### config.mk
export PLATFORM = sky130hd
export DESIGN_NAME = maze_explore_wall_map_step
export DESIGN_NICKNAME = d
export VERILOG_FILES = /design/src/sv/mzexp_pkg.sv /design/src/sv/maze_explore_wall_map_step.sv
export VERILOG_INCLUDE_DIRS = /design/src /design/src/sv
export SDC_FILE = /design/constraint.sdc
export NUM_CORES = 1
export LEC_CHECK = 0
export BUFFER_PORTS_ARGS = -buffer_cell sky130_fd_sc_hd__clkbuf_2
export CAP_MARGIN = 15
export CORE_ASPECT_RATIO = 0.6
export CORE_MARGIN = 1
export CORE_UTILIZATION = 55
export DETAILED_ROUTE_END_ITERATION = 16
export HOLD_SLACK_MARGIN = 0.1
export MAX_ROUTING_LAYER = met4
export PLACE_DENSITY = 0.76
export SLEW_MARGIN = 30
export SYNTH_ARGS = -nofsm -noshare
export SYNTH_HDL_FRONTEND = slang
export SYNTH_SLANG_ARGS = --single-unit
### constraint.sdc
create_clock -name aclk -period 3.7 [get_ports aclk]
set_input_delay 0.37 -clock aclk [delete_from_list [all_inputs] [get_ports aclk]]
set_output_delay 0.37 -clock aclk [all_outputs]
set_load 0.02 [all_outputs]
### src/sv/maze_explore_wall_map_step_macros.svh
// Assertion macros shared by the wall-map explorer RTL.
// Depends on nothing; included by files that carry concurrent checks.
`ifndef MAZE_EXPLORE_WALL_MAP_STEP_MACROS_SVH
`define MAZE_EXPLORE_WALL_MAP_STEP_MACROS_SVH

// Same-cycle implication, disabled while reset is asserted
`define MZEXP_ASSERT_NOW(label, clk, rstn, ante, cons) \
    label: assert property (@(posedge clk) disable iff (!(rstn)) (ante) |-> (cons)) \
        else $error("mzexp check failed");

// Next-cycle implication, disabled while reset is asserted
`define MZEXP_ASSERT_NEXT(label, clk, rstn, ante, cons) \
    label: assert property (@(posedge clk) disable iff (!(rstn)) (ante) |=> (cons)) \
        else $error("mzexp check failed");

`endif

### src/sv/mzexp_pkg.sv
// Types, codes and defaults for the wall-map explorer.
// No dependencies; imported by maze_explore_wall_map_step.
`timescale 1ns / 1ps

package mzexp_pkg;

    // Field widths
    localparam int OP_W    = 2;
    localparam int DIST_W  = 16;
    localparam int TGT_W   = 4;
    localparam int HEAD_W  = 2;
    localparam int POS_W   = 4;
    localparam int WALLS_W = 8;

    // Defaults
    localparam int GRID_SIDE_DEF = 4;
    localparam logic [DIST_W-1:0] WALL_THRESHOLD_RST = 16'd100;

    // Operation codes
    typedef enum logic [OP_W-1:0] {
        OP_STEP     = 2'd0,
        OP_SET_POSE = 2'd1,
        OP_CLEAR    = 2'd2,
        OP_READ     = 2'd3
    } op_t;

    // Side codes
    localparam logic [1:0] CODE_OPEN    = 2'd0;
    localparam logic [1:0] CODE_WALL    = 2'd1;
    localparam logic [1:0] CODE_UNKNOWN = 2'd2;

    localparam logic [WALLS_W-1:0] WALLS_ALL_UNKNOWN =
        {CODE_UNKNOWN, CODE_UNKNOWN, CODE_UNKNOWN, CODE_UNKNOWN};

    // One result request
    typedef struct packed {
        logic               done;
        logic [POS_W-1:0]   position;
        logic               known;
        logic [HEAD_W-1:0]  facing;
        logic               moved;
        logic               wall;
        logic [WALLS_W-1:0] walls;
        logic               visited;
    } res_t;

endpackage

### src/sv/maze_explore_wall_map_step.sv
// Wall-map explorer: pose, heading and per-cell wall/visited store on a square grid.
// Result is registered from the input register; throughput one request per cycle unless m_ready stalls.
// The rate is set by the single update pass of the pose and flop-based cell store.
// Reset (aresetn low, synchronous) clears the store to open/unvisited, pose unset,
// heading north, threshold 100; the store is in flops, so no clearing pass is needed.
// Depends on mzexp_pkg and maze_explore_wall_map_step_macros.svh.
`timescale 1ns / 1ps

`include "maze_explore_wall_map_step_macros.svh"

module maze_explore_wall_map_step #(
    parameter int GRID_SIDE = mzexp_pkg::GRID_SIDE_DEF
) (
    input  logic                              aclk,
    input  logic                              aresetn,
    // configuration write
    input  logic                              cfg_valid,
    output logic                              cfg_ready,
    input  logic [mzexp_pkg::DIST_W-1:0]      cfg_data,
    // input requests
    input  logic                              s_valid,
    output logic                              s_ready,
    input  logic [mzexp_pkg::OP_W-1:0]        s_operation,
    input  logic [mzexp_pkg::DIST_W-1:0]      s_distance_reading,
    input  logic [mzexp_pkg::TGT_W-1:0]       s_target_cell,
    input  logic [mzexp_pkg::HEAD_W-1:0]      s_new_heading,
    // result requests
    output logic                              m_valid,
    input  logic                              m_ready,
    output logic                              m_done_res,
    output logic [mzexp_pkg::POS_W-1:0]       m_position,
    output logic                              m_position_known,
    output logic [mzexp_pkg::HEAD_W-1:0]      m_facing,
    output logic                              m_moved,
    output logic                              m_wall_ahead,
    output logic [mzexp_pkg::WALLS_W-1:0]     m_cell_walls,
    output logic                              m_cell_visited
);
    import mzexp_pkg::*;

    localparam int CELL_COUNT = GRID_SIDE * GRID_SIDE;
    localparam int CW         = $clog2(CELL_COUNT);
    localparam int SW         = $clog2(GRID_SIDE);
    localparam logic [SW-1:0] LAST   = SW'(GRID_SIDE - 1);
    localparam logic [SW-1:0] MID_LO = SW'((GRID_SIDE - 1) / 2);
    localparam logic [SW-1:0] MID_HI = SW'(GRID_SIDE / 2);

    // input register
    logic              in_vld_reg, in_vld_next;
    logic [OP_W-1:0]   in_op_reg;
    logic [DIST_W-1:0] in_dist_reg;
    logic [TGT_W-1:0]  in_tgt_reg;
    logic [HEAD_W-1:0] in_head_reg;

    // state
    logic [DIST_W-1:0]                  thr_reg;
    logic [SW-1:0]                      row_reg, row_next;
    logic [SW-1:0]                      col_reg, col_next;
    logic                               pose_reg, pose_next;
    logic [HEAD_W-1:0]                  head_reg, head_next;
    logic [CELL_COUNT-1:0][WALLS_W-1:0] walls_reg, walls_next;
    logic [CELL_COUNT-1:0]              visited_reg, visited_next;

    // result register
    logic m_vld_reg, m_vld_next;
    res_t res_reg, res_next;

    // datapath
    logic              fire;
    logic              step_do;
    logic              wall;
    logic              centre;
    logic              turn;
    logic [CW-1:0]     cur;
    logic [CW-1:0]     tgt_cell;
    logic              nb_ok  [4];
    logic [CW-1:0]     nb_idx [4];
    logic              en     [4];
    logic [1:0]        code   [4];
    logic [4:0]        t_rem;
    logic [1:0]        t_quo;

    // handshakes
    assign fire      = in_vld_reg && (!m_vld_reg || m_ready);
    assign s_ready   = !in_vld_reg || fire;
    assign cfg_ready = 1'b1;

    always_comb begin
        in_vld_next = in_vld_reg;
        if (s_valid && s_ready) begin
            in_vld_next = 1'b1;
        end else if (fire) begin
            in_vld_next = 1'b0;
        end
        m_vld_next = m_vld_reg;
        if (fire) begin
            m_vld_next = 1'b1;
        end else if (m_ready) begin
            m_vld_next = 1'b0;
        end
    end

    // current cell, centre test, neighbours
    assign cur      = CW'(CW'(row_reg) * CW'(GRID_SIDE)) + CW'(col_reg);
    assign tgt_cell = CW'(in_tgt_reg);
    assign centre   = (row_reg == MID_LO || row_reg == MID_HI) &&
                      (col_reg == MID_LO || col_reg == MID_HI);
    assign wall     = in_dist_reg < thr_reg;
    assign step_do  = fire && (op_t'(in_op_reg) == OP_STEP) && pose_reg;
    assign turn     = wall && !centre;

    always_comb begin
        nb_ok[0]  = row_reg != LAST;
        nb_idx[0] = cur + CW'(GRID_SIDE);
        nb_ok[1]  = col_reg != LAST;
        nb_idx[1] = cur + CW'(1);
        nb_ok[2]  = row_reg != '0;
        nb_idx[2] = cur - CW'(GRID_SIDE);
        nb_ok[3]  = col_reg != '0;
        nb_idx[3] = cur - CW'(1);
    end

    // sides recorded by a step: ahead always, right and left on a wall away from the centre
    always_comb begin
        for (int d = 0; d < 4; d++) begin
            en[d]   = (2'(d) == head_reg) ||
                      (turn && (2'(d) == head_reg + 2'd1 || 2'(d) == head_reg + 2'd3));
            code[d] = (2'(d) == head_reg) ? {1'b0, wall} : CODE_WALL;
        end
    end

    // split the target cell into row and column (quotient is at most 3)
    always_comb begin
        t_rem = 5'(in_tgt_reg);
        t_quo = 2'd0;
        for (int k = 0; k < 3; k++) begin
            if (t_rem >= 5'(GRID_SIDE)) begin
                t_rem = t_rem - 5'(GRID_SIDE);
                t_quo = t_quo + 2'd1;
            end
        end
    end

    // cell store update
    always_comb begin
        walls_next   = walls_reg;
        visited_next = visited_reg;
        if (fire && op_t'(in_op_reg) == OP_CLEAR) begin
            for (int i = 0; i < CELL_COUNT; i++) begin
                walls_next[i]   = WALLS_ALL_UNKNOWN;
                visited_next[i] = 1'b0;
            end
        end else if (step_do) begin
            for (int i = 0; i < CELL_COUNT; i++) begin
                for (int s = 0; s < 4; s++) begin
                    if (CW'(i) == cur && en[s]) begin
                        walls_next[i][2*s +: 2] = code[s];
                    end else if (nb_ok[s ^ 2] && nb_idx[s ^ 2] == CW'(i) && en[s ^ 2]) begin
                        walls_next[i][2*s +: 2] = code[s ^ 2];
                    end
                end
                if (CW'(i) == cur) begin
                    visited_next[i] = 1'b1;
                end
            end
        end
    end

    // pose update and result
    always_comb begin
        row_next  = row_reg;
        col_next  = col_reg;
        pose_next = pose_reg;
        head_next = head_reg;
        res_next  = '0;
        if (fire) begin
            case (op_t'(in_op_reg))
                OP_STEP: begin
                    if (pose_reg) begin
                        res_next.wall = wall;
                        if (centre) begin
                            res_next.done = 1'b1;
                        end else if (wall) begin
                            head_next = head_reg + 2'd2;
                        end else if (nb_ok[head_reg]) begin
                            res_next.moved = 1'b1;
                            case (head_reg)
                                2'd0:    row_next = row_reg + SW'(1);
                                2'd1:    col_next = col_reg + SW'(1);
                                2'd2:    row_next = row_reg - SW'(1);
                                default: col_next = col_reg - SW'(1);
                            endcase
                        end
                    end
                end
                OP_SET_POSE: begin
                    row_next  = SW'(t_quo);
                    col_next  = SW'(t_rem);
                    head_next = in_head_reg;
                    pose_next = 1'b1;
                end
                OP_READ: begin
                    res_next.walls   = walls_reg[tgt_cell];
                    res_next.visited = visited_reg[tgt_cell];
                end
                default: begin
                end
            endcase
        end
        res_next.position = POS_W'(CW'(CW'(row_next) * CW'(GRID_SIDE)) + CW'(col_next));
        res_next.known    = pose_next;
        res_next.facing   = head_next;
    end

    // registers
    always_ff @(posedge aclk) begin
        if (!aresetn) begin
            in_vld_reg  <= 1'b0;
            m_vld_reg   <= 1'b0;
            thr_reg     <= WALL_THRESHOLD_RST;
            row_reg     <= '0;
            col_reg     <= '0;
            pose_reg    <= 1'b0;
            head_reg    <= '0;
            walls_reg   <= '0;
            visited_reg <= '0;
        end else begin
            in_vld_reg  <= in_vld_next;
            m_vld_reg   <= m_vld_next;
            row_reg     <= row_next;
            col_reg     <= col_next;
            pose_reg    <= pose_next;
            head_reg    <= head_next;
            walls_reg   <= walls_next;
            visited_reg <= visited_next;
            if (cfg_valid && cfg_ready) begin
                thr_reg <= cfg_data;
            end
        end
    end

    // payload registers
    always_ff @(posedge aclk) begin
        if (s_valid && s_ready) begin
            in_op_reg   <= s_operation;
            in_dist_reg <= s_distance_reading;
            in_tgt_reg  <= s_target_cell;
            in_head_reg <= s_new_heading;
        end
        if (fire) begin
            res_reg <= res_next;
        end
    end

    // outputs
    assign m_valid          = m_vld_reg;
    assign m_done_res       = res_reg.done;
    assign m_position       = res_reg.position;
    assign m_position_known = res_reg.known;
    assign m_facing         = res_reg.facing;
    assign m_moved          = res_reg.moved;
    assign m_wall_ahead     = res_reg.wall;
    assign m_cell_walls     = res_reg.walls;
    assign m_cell_visited   = res_reg.visited;

    // checks
    `MZEXP_ASSERT_NOW(a_move_excl, aclk, aresetn,
        m_valid && m_moved, !m_wall_ahead && !m_done_res)
    `MZEXP_ASSERT_NOW(a_no_pose_no_step, aclk, aresetn,
        m_valid && !m_position_known, !m_moved && !m_done_res && !m_wall_ahead)
    `MZEXP_ASSERT_NEXT(a_turn_back, aclk, aresetn,
        step_do && turn, head_reg == $past(head_reg + 2'd2))
    `MZEXP_ASSERT_NEXT(a_clear_visited, aclk, aresetn,
        fire && op_t'(in_op_reg) == OP_CLEAR, visited_reg == '0)

endmodule
Word level (Yosys, flattened, before mapping)
Cells that the tools add are included.
Widths: inputs -> output; s select.
{"block": "totals", "reg_bits": 212, "in_bits": 45, "output_inout_bits": 22, "elab_cells": 968}
{"block": "op_classes", "add_sub_neg": 18, "magnitude_cmp": 6, "eq_ne": 95, "muxes": 174, "bitwise": 4, "n_reduce_logical": 508}
{"cell": "$mux 2", "n": 145}
{"cell": "$reduce_and 2->1", "n": 145}
{"cell": "$mux 128", "n": 2}
{"cell": "$logic_and 1x1->1", "n": 203}
{"cell": "$reduce_bool 3->1", "n": 64}
{"cell": "$reduce_bool 2->1", "n": 69}
{"cell": "$eq 4x4->1 const B", "n": 32}
{"cell": "$eq 4x3->1 const B", "n": 16}
{"cell": "$bmux 8 s4", "n": 1}
{"cell": "$eq 4x2->1 const B", "n": 8}
{"cell": "$eq 4x4->1 const A", "n": 8}
{"cell": "$logic_not 4->1", "n": 5}
{"cell": "$pmux 2 s2", "n": 5}
{"cell": "$eq 3x4->1 const A", "n": 4}
{"cell": "$eq 4x1->1 const B", "n": 4}
{"cell": "$lt 16x16->1", "n": 1}
{"cell": "$mux 1", "n": 16}
{"cell": "$eq 2x2->1 const A", "n": 6}
{"cell": "$logic_or 1x1->1", "n": 12}
{"cell": "$add 2x1->2 const B", "n": 5}
{"cell": "$eq 2x2->1 const B", "n": 5}
{"cell": "$ge 5x3->1 const B", "n": 2}
{"cell": "$mux 5", "n": 2}
{"cell": "$add 4x2->4", "n": 2}
{"cell": "other kinds (25)", "n": 43}

Longest topological paths before layout
Gate-level depths: netlist of the first run.
{"block": "logic_depth", "ltp_word": 12, "mapped_depth": 13, "ltp_nobuf": 12}

Least setup slack after synthesis of the first run
OpenSTA, ideal clock, no wires.
{"block": "synth_timing", "kind": "reg-to-reg", "start": "register in_tgt_reg[3]", "end": "register res_reg, in the netlist m_position[3], data pin", "setup_ns": 0.272, "arrival_ns": 3.291, "t_required_ns": 3.428, "slack_ns": 0.137, "path_stages_with_launch": 13, "path_buffers": 1, "synth_period_minus_slack_ns": 3.563, "path_cell_list": "edfxtp_1 > clkbuf_1 > inv_1 > ha_1 > or3b_2 > and3_1 > or2_2 > ha_1 > a31oi_1 > o21ai_0 > a221oi_1 > o31ai_1 > or4_1"}
{"item": "start: declaration", "line": "maze_explore_wall_map_step.sv:52", "source": "logic [TGT_W-1:0] in_tgt_reg;"}
{"item": "start signal: assignment", "line": "maze_explore_wall_map_step.sv:247", "source": "in_tgt_reg <= s_target_cell;"}
{"item": "end signal: assignment", "line": "maze_explore_wall_map_step.sv:251", "source": "res_reg <= res_next;"}
{"item": "end: declaration", "line": "maze_explore_wall_map_step.sv:66", "source": "res_t res_reg, res_next;"}

Final worst setup path of the first run
{"block": "layout_timing", "start": "register row_reg[1]", "end": "register walls_reg[101] (netlist name)"}
{"block": "layout_between", "elab_chain_len": 11, "word_cells_on_any_way": 23, "cone_classes": "add/sub (2); eq/ne (5); mux (3); reduce/logical (13)"}
{"item": "start: declaration", "line": "maze_explore_wall_map_step.sv:57", "source": "logic [SW-1:0] row_reg, row_next;"}
{"item": "start signal: assignment", "line": "maze_explore_wall_map_step.sv:230", "source": "row_reg <= row_next;"}
{"item": "parallel branches: the longest is 11 deep, another holds $add 4x2->4"}
{"item": "end signal: assignment", "line": "maze_explore_wall_map_step.sv:234", "source": "walls_reg <= walls_next;"}
{"item": "end: declaration", "line": "maze_explore_wall_map_step.sv:61", "source": "logic [CELL_COUNT-1:0][WALLS_W-1:0] walls_reg, walls_next;"}
Several ways; the timed one is not identified. The select of a mux whose other input is x is not followed.
A chain may end at the register's enable or synchronous reset.

==> results.cfg, run 1 <==
[placed_design]
portBuffers = 65
dp.cells = 1431
hpwl_um = 22800
gp_congestion = 0.977

[clocking]
numCtsBuffers = 20
cts_sinks = 212
clkTransAtPathRegs_ps = 70
clk_latency_ps = 510
cts_resized = 0
cts.path.max_buffers = 3
cts_setup_buffers = 0
htreeDepth = 1
cts-root-buf = clkbuf_16
cts_tree = built

[worst_setup_path]
end_kind = flip-flop
critPathLaunchType = flip-flop
cp_slowest_cell = nor4b_1
critPathMaxStageDelay_ps = 770
worstPathMaxFanout = 7
required_ps = 4040
worst_ep_arrival_time_ps = 3890
crit_chain = clkinv_1 -> ha_1 -> nand2_1 -> nand2_1 -> nor4_1 -> a31oi_2 -> nor4b_1 -> or2_1 -> a21oi_1
path_class = reg2reg
crit_top_cell = nand2_1

[cells_and_area]
area_growth_pct = 16.1
final_cells = 1498
nets = 1297
drive_above_1_share = 0.188
largest_register_ffs = 128

[grt]
grt_pass1_vias = 9277
grt_pass1_wl_um = 53400
track_usage = 0.349
grt_overflow = 0
antenna_found_initial = 2
grt_max_degree = 53

[sta]
setup_viol = 0
min_period_ps = 3550
max_freq_mhz = 281
setup_tns_ps = 0
maxSlewViolCount = 0
rsz0062_at_grt = false
slew-limit-headroom = 0.343
finalHoldViolCount = 0
period_share = 0.960
tightest_slew_ps = 985
clock_skew_ps = 19.4
hold_slack_ps = 104

[synthesis]
synth_edf_count = 43
synth.avg_cell_area_um2 = 9.52
synthTopCellsByArea = dfxtp_1 31%, edfxtp_1 12%, mux4_2 9.3%
synth-main-ff-cell = dfxtp_1
synth_cells = 1146
yosysUniqueCellTypes = 68
yosysTopAreaCellShare = 0.310
synthTopCellsByCount = 169 x dfxtp_1, 127 x nand2_1, 90 x nor2_1
synth_top_cell_by_area = dfxtp_1
synth-seq-cells = 212
synthArstFlopShare = 0
synth_warnings = 0
yosysMostFrequentCell = dfxtp_1
seq_area_frac_synth = 0.428
syn_area_um2 = 10900
syn_nets = 1227

[detailed_routing]
routed_via_density = 6.63
drc = 0
drtIter0Drc = 1339
ant_nets = 0
wl_per_cell_um = 22.8
routed_wl_um = 34200
first_pass_iters = 6
dr_total_vias = 9937

[power_and_ir_drop]
cellLeakagePower_nw = 4.80
power_density_nw_per_um2 = 431
peakVddDrop_mv = 0.360

[die]
core_area_um2 = 19200
ios = 67
die_h_um = 111
rows = 39
start_util = 0.568
die-width_um = 184
dieArea_um2 = 20400

[run]
maxCapViolations = 0

[min_path]
hold_class = in2reg

[outcome]
status = finished, final reports clean
-- power breakdown --
part           total, mW  internal [mW]  switching, mW
logic              0.670          0.245          0.425
clock network       2.33           1.41          0.927
registers           2.46           2.42         0.0341
-- layout by cell type, fill, tap and decap left out, types with 6 or more instances in the layout --
cell type      synthesis  layout
dfxtp_1              169     169
nand2_1              127     127
nor2_1                90      88
a21oi_1               69      69
clkbuf_2               0      65
mux2i_1               52      52
buf_4                  1      48
o21ai_0               45      45
mux4_2                45      45
edfxtp_1              43      43
inv_1                 37      37
ha_1                  36      36
nand3_1               32      32
o22ai_1               29      29
dlygate4sd3_1          0      29
nor3_1                28      27
a31oi_1               23      22
and3_1                21      21
clkbuf_16              0      21
nand4_1               19      19
a31o_2                19      19
o221ai_1              17      17
o211ai_1              12      12
nand2b_1              11      11
and2_1                10       9
nor4_1                 7       7
or3_1                  7       7
nor2b_1                6       6
a21o_1                 6       6
xnor2_1                6       6
o21bai_1               6       6
a22oi_1                6       6
o31ai_1                6       6
-- kinds of logic (layout without fill, tap and decap cells) --
group,after synthesis,count (layout),synth area share
buffers and inverters,137,221,0.0497
flip-flops,212,212,0.428
AO/OA/AOI/OAI,278,278,0.171
multiplexers,98,98,0.142
XOR/XNOR,7,7,0.00562
AND/OR/NAND/NOR,377,377,0.162
other,1,3,0.000344
adder cells (fa/ha/maj),36,36,0.0413
-- final cells by class --
type                       count  area, um^2
antenna                        2        5.00
clock buffer                  23         543
clock inverter                13         194
fill                        1526        6560
inverter                      41         154
multi-input combinational    797        5750
sequential                   212        4670
tap                          266         333
timing repair buffer         144        1020
-- through the flow --
stage / utilization / setup slack [ps] / cell area [um^2] / power, mW
floorplan: - / 137 / 10900 / 2.90
global placement: 0.605 / 319 / 11600 / 3.11
detailed placement: 0.605 / 263 / 11600 / 3.13
CTS: 0.658 / 254 / 12700 / 5.45
global route: 0.659 / 43.6 / 12700 / 5.62
finish: 0.659 / 147 / 12700 / 5.46
-- path summary, 6_finish.rpt --
kind	slack (ps)	end	cells past startpoint	startpoint
worst max-delay path	150	walls_reg[101]	9	row_reg[1]
worst min-delay path	100	thr_reg[13]	3	cfg_data[13]
worst max register to register	150	walls_reg[101]	9	row_reg[1]
worst min register to register	450	visited_reg[9]	2	visited_reg[9]
-- timing repair --
action / in CTS / in global routing
setup endpoints to repair: 0 / 0
hold buffers: 29 / 0
endpoints found under the hold margin: 29 / 0
-- critical path: cells and delay by family, from the launching register on --
family	cells	cell delay [ps]
compound gates	2	440
buf+inv	1	100
fa+ha+maj	1	370
flops	1	370
simple gates	5	2120
-- routing by layer --
layer	global-route usage	part of all wire	wire length, um
met5	-	0	0
met3	0.105	0.14	4620
met1	0.499	0.42	14500
met4	0.107	0.036	1220
met2	0.466	0.40	13800
No activity file was read; power rests on OpenSTA's default activity.
==> run 2, diff against run 1 <==
--- a/config.mk
+++ b/config.mk
@@ -8,13 +8,16 @@
 export LEC_CHECK = 0
 export BUFFER_PORTS_ARGS = -buffer_cell sky130_fd_sc_hd__clkbuf_2
 export CAP_MARGIN = 15
+export CELL_PAD_IN_SITES_DETAIL_PLACEMENT = 1
+export CELL_PAD_IN_SITES_GLOBAL_PLACEMENT = 2
 export CORE_ASPECT_RATIO = 0.6
 export CORE_MARGIN = 1
-export CORE_UTILIZATION = 55
+export CORE_UTILIZATION = 35
+export CTS_BUF_LIST = sky130_fd_sc_hd__clkbuf_16
 export DETAILED_ROUTE_END_ITERATION = 16
 export HOLD_SLACK_MARGIN = 0.1
 export MAX_ROUTING_LAYER = met4
-export PLACE_DENSITY = 0.76
+export PLACE_DENSITY = 0.75
 export SLEW_MARGIN = 30
 export SYNTH_ARGS = -nofsm -noshare
 export SYNTH_HDL_FRONTEND = slang
==> run 2 against run 1 <==
Compared with the run above:
- total power grew 0.10%
- count of clock-buffer cells in the layout unchanged
- highest routed layer unchanged
- largest cell class unchanged
- register-to-register slack improved by 110 ps
- critical path type unchanged
- die area is 56% higher
==> results.cfg, run 2 (synthesized netlist as in run 1, its figures left out) <==
[cells_and_area]
nets = 1312
area_growth_pct = 19.1
largest_register_ffs = 128
post-route-util = 0.429
final.fill_count = 3441
final_common_cell = dfxtp_1
drive_above_1_share = 0.188
layout_common_cells = 169 x dfxtp_1, 126 x nand2_1, 87 x nor2_1

[worst_setup_path]
critPathLaunchType = flip-flop
crit_start = in_tgt_reg[2]
timing.rr.start = in_tgt_reg[2]
r2r_slack_ps = 250
worst_ep_arrival_time_ps = 3710
path_class = reg2reg
path_buf_inv = 0
crit_top_cell = ha_1
crit_chain = ha_1 -> or3b_2 -> and3_1 -> or2_2 -> ha_1 -> a31oi_1 -> o21ai_0 -> a221oi_2 -> o31ai_1 -> or4_1
r2r_cells = 10
required_ps = 3960
worstPathMaxFanout = 5
cp_top_family = simple AND/OR/NAND/NOR gates
r2r_end = m_position[3]
end_kind = flip-flop
critPathMaxStageDelay_ps = 490
cp_slowest_cell = or4_1

[sta]
rsz0062_at_grt = false
clock_skew_ps = 14.0
hold_slack_ps = 157
setup_tns_ps = 0
min_period_ps = 3450
finalHoldViolCount = 0
maxSlewViolCount = 0
slew-limit-headroom = 0.329
tightest_slew_ps = 1000
period_share = 0.931
setup_viol = 0
max_freq_mhz = 290

[grt]
antenna_found_initial = 2
track_usage = 0.261
grt_pass1_vias = 9665
busiest_layer = met1
grt_overflow = 0
grt_pass1_wl_um = 61400
use_met3 = 0.0829
grt_max_degree = 51
use_met2 = 0.336
grtUsageMet1 = 0.390

[placed_design]
hpwl_um = 27800
gp_congestion = 0.875
portBuffers = 65

[clocking]
cts-root-buf = clkbuf_16
cts_sinks = 212
cts.path.max_buffers = 3
cts_tree = built
cts_setup_buffers = 0
clkTransAtPathRegs_ps = 60
clk_latency_ps = 540
htreeDepth = 1
numCtsBuffers = 22

[detailed_routing]
wl_per_cell_um = 24.3
ant_nets = 0
dr_total_vias = 9707
routed_via_density = 5.86
first_pass_iters = 6
drtIter0Drc = 921
drc = 0
routed_wl_um = 40200

[die]
start_util = 0.360
core_area_um2 = 30300
die-width_um = 230
dieArea_um2 = 31900
die_h_um = 139
rows = 49
ios = 67

[run]
maxCapViolations = 0

[outcome]
status = finished, final reports clean

[power_and_ir_drop]
power_density_nw_per_um2 = 420
peakVddDrop_mv = 0.265
cellLeakagePower_nw = 4.88
totalPowerFinal_mw = 5.47

[min_path]
hold_class = in2reg
min_to = m_valid
hold_start = m_ready
min_path_cells = 4
run 2: repair_timing:
| action | CTS | global route |
|---|---|---|
| resized for setup | 0 | 3 |
| endpoints found under the hold margin | 41 | 0 |
| hold buffers | 41 | 0 |
| setup endpoints to repair | 0 | 12 |
run 2: power breakdown:
group / internal, mW / switching [mW] / leakage (nW) / total [mW]
registers: 2.42 / 0.0358 / 1.79 / 2.46
logic: 0.246 / 0.451 / 2.71 / 0.698
clock network: 1.33 / 0.981 / 0.380 / 2.31
run 2: tightest hold or removal path, stage by stage:
cell and delay [ps]:
clkbuf_2 90, nor2b_1 60, nor2_1 80, nor2_1 40
run 2: cell type report:
cell class / instances / area [um^2] / share of cell area
timing repair buffer: 157 / 1160 / 0.0892
multi-input combinational: 797 / 5780 / 0.444
tap: 408 / 510 / 0.0393
sequential: 212 / 4670 / 0.360
antenna: 2 / 5.00 / 0.000385
clock inverter: 17 / 146 / 0.0113
clock buffer: 23 / 576 / 0.0443
inverter: 41 / 154 / 0.0118
run 2: per-layer routing:
layer  up-vias  wire length (um)
met1      4874             20100
met4         0               658
li1       4423                 -
met2       359             15600
met3        51              3850
met5         -                 0
run 2: through the flow:
stage	instance area, um^2	worst slack, ps	instances
finish	13000	254	1657
global route	13000	85.2	1655
CTS	13000	129	1655
detailed placement	11800	154	1574
global placement	11800	265	1574
floorplan	10900	137	1146
run 2: worst max-delay path by stage:
stage	endpoint	slack, ps	depth (start not counted)
CTS	walls_reg[0]	130	8
finish	m_position[3]	250	10
detailed placement	walls_reg[125]	150	9
floorplan	m_position[3]	140	12
global placement	walls_reg[0]	270	8
global route	m_position[3]	90	10
==> run 3, diff against run 2 <==
==> constraint.sdc (replaced) <==
create_clock -name aclk -period 3.7 [get_ports aclk]
set_input_delay 0.74 -clock aclk [delete_from_list [all_inputs] [get_ports aclk]]
set_output_delay 0.74 -clock aclk [all_outputs]
set_load 0.02 [all_outputs]
==> run 3 against run 2 <==
Compared with the run above:
- worst hold slack better by 230 ps
- core utilization shrank 1.4 points
- design area shrank 3.3%
- fmax decreased by 1.7%
- first-iteration DRC count grew 12%
- final cell count fell by 2.3%
- non-clock buffer count decreased by 38
- worst setup slack lost 60 ps
- clock skew rose by 2.1 ps
- sequential share of layout area rose by 1.2 points
- count of clock-buffer cells in the layout unchanged
==> results.cfg, run 3 (synthesized netlist as in run 1, its figures left out) <==
[cells_and_area]
ff_latch_area_um2 = 4670
post-route-util = 0.415
drive_above_1_share = 0.198
layout_common_cells = 169 x dfxtp_1, 125 x nand2_1, 87 x nor2_1
area_growth_pct = 15.2
final_cells = 1619
final_common_cell = dfxtp_1
largest_register_ffs = 128
nets = 1275
final.fill_count = 3438
multi_input_area_um2 = 5770

[clocking]
cts.path.max_buffers = 3
cts_tree = built
clk_latency_ps = 530
htreeDepth = 1
cts_setup_buffers = 0
cts-root-buf = clkbuf_16
cts_resized = 0
hold_buffers = 0
clkTransAtPathRegs_ps = 60
cts_sinks = 212
numCtsBuffers = 23

[power_and_ir_drop]
peakVddDrop_mv = 0.270
power_frac_comb = 0.124
p_clk_frac = 0.418
p_int_mw = 3.91
power_switching_mw = 1.47
totalPowerFinal_mw = 5.38
swShare = 0.273
cellLeakagePower_nw = 4.71
power_density_nw_per_um2 = 428
seqPwrFrac = 0.457

[worst_setup_path]
crit_chain = inv_1 -> ha_1 -> or3b_2 -> and3_1 -> or2_2 -> ha_1 -> and4_1 -> o21ai_0 -> a221oi_2 -> nand3_1 -> o31ai_1 -> or4_1
cp_top_family = simple AND/OR/NAND/NOR gates
cp_slowest_cell = or3b_2
worstPathMaxFanout = 4
critPathMaxStageDelay_ps = 490
required_ps = 3960
critPathLaunchType = flip-flop
worst_ep_arrival_time_ps = 3770
crit_top_cell = ha_1
path_buf_inv = 1
path_class = reg2reg
end_kind = flip-flop

[grt]
grt_overflow = 0
grt_pass1_vias = 9315
grt_pass1_wl_um = 59500
track_usage = 0.253
grt_max_degree = 51
antenna_found_initial = 6

[sta]
max_freq_mhz = 285
setup_viol = 0
setup_tns_ps = 0
finalHoldViolCount = 0
tightest_slew_ps = 975
maxSlewViolCount = 0
slew-limit-headroom = 0.344
clock_skew_ps = 16.1
min_period_ps = 3510
rsz0062_at_grt = false
period_share = 0.948

[placed_design]
gp_congestion = 0.887
hpwl_um = 28100
portBuffers = 65
dp.cells = 1577

[die]
core_area_um2 = 30300
die-width_um = 230
rows = 49
die_h_um = 139
ios = 67
dieArea_um2 = 31900
start_util = 0.360

[detailed_routing]
wl_per_cell_um = 24.5
first_pass_iters = 6
ant_nets = 0
routed_via_density = 5.91
drtIter0Drc = 1035
routed_wl_um = 39600
dr_total_vias = 9569
drc = 0

[run]
maxCapViolations = 0

[min_path]
hold_class = in2reg

[outcome]
status = finished, final reports clean
-- run 3: cell types whose count changed in the layout (fill, tap and decap cells not counted), sizes merged --
cell         before  now
clkinvlp          0    1
buf              51   54
bufinv            3    2
inv              46   45
clkinv            9   10
dlygate4sd3      41    0
-- run 3: final timing paths --
kind                            slack, ps             startpoint  cells after the start              end
worst max-delay path                  190          in_tgt_reg[3]                     12    m_position[3]
worst min-delay path                  380  s_distance_reading[1]                      1   in_dist_reg[1]
worst max register to register        190          in_tgt_reg[3]                     12    m_position[3]
worst min register to register        450        visited_reg[14]                      2  visited_reg[14]
-- run 3: layer usage --
metal | up-vias | routed length (um) | track usage | part of all wire
li1 | 4337 | - | - | -
met3 | 33 | 3310 | 0.0565 | 0.084
met2 | 368 | 15200 | 0.320 | 0.38
met4 | 0 | 438 | 0.0394 | 0.011
met1 | 4831 | 20700 | 0.401 | 0.52
met5 | - | 0 | - | 0
-- run 3: power groups by stage --
stage               combinational, mW  clock [mW]  sequential [mW]
floorplan                       0.389           0             2.51
global placement                0.641           0             2.51
detailed placement              0.650           0             2.51
CTS                             0.653        2.29             2.46
global route                    0.712        2.39             2.47
finish                          0.669        2.25             2.46
-- run 3: stage by stage --
step / setup WS, ps / instance area, um^2 / hold slack (ps)
floorplan: 137 / 10900 / 422
detailed placement: 206 / 11800 / 437
finish: 194 / 12600 / 385
global route: 40.1 / 12600 / 363
global placement: 243 / 11800 / 432
CTS: 145 / 12500 / 366
-- run 3: cell type report --
| class | count | area share |
|---|---|---|
| inverters | 41 | 0.0122 |
| multi-input cells | 797 | 0.459 |
| flip-flops and latches | 212 | 0.372 |
| clock buffers | 23 | 0.0458 |
| well taps | 408 | 0.0406 |
| repair buffers | 119 | 0.0601 |
| diodes | 2 | 0.000398 |
| clock inverters | 17 | 0.0101 |
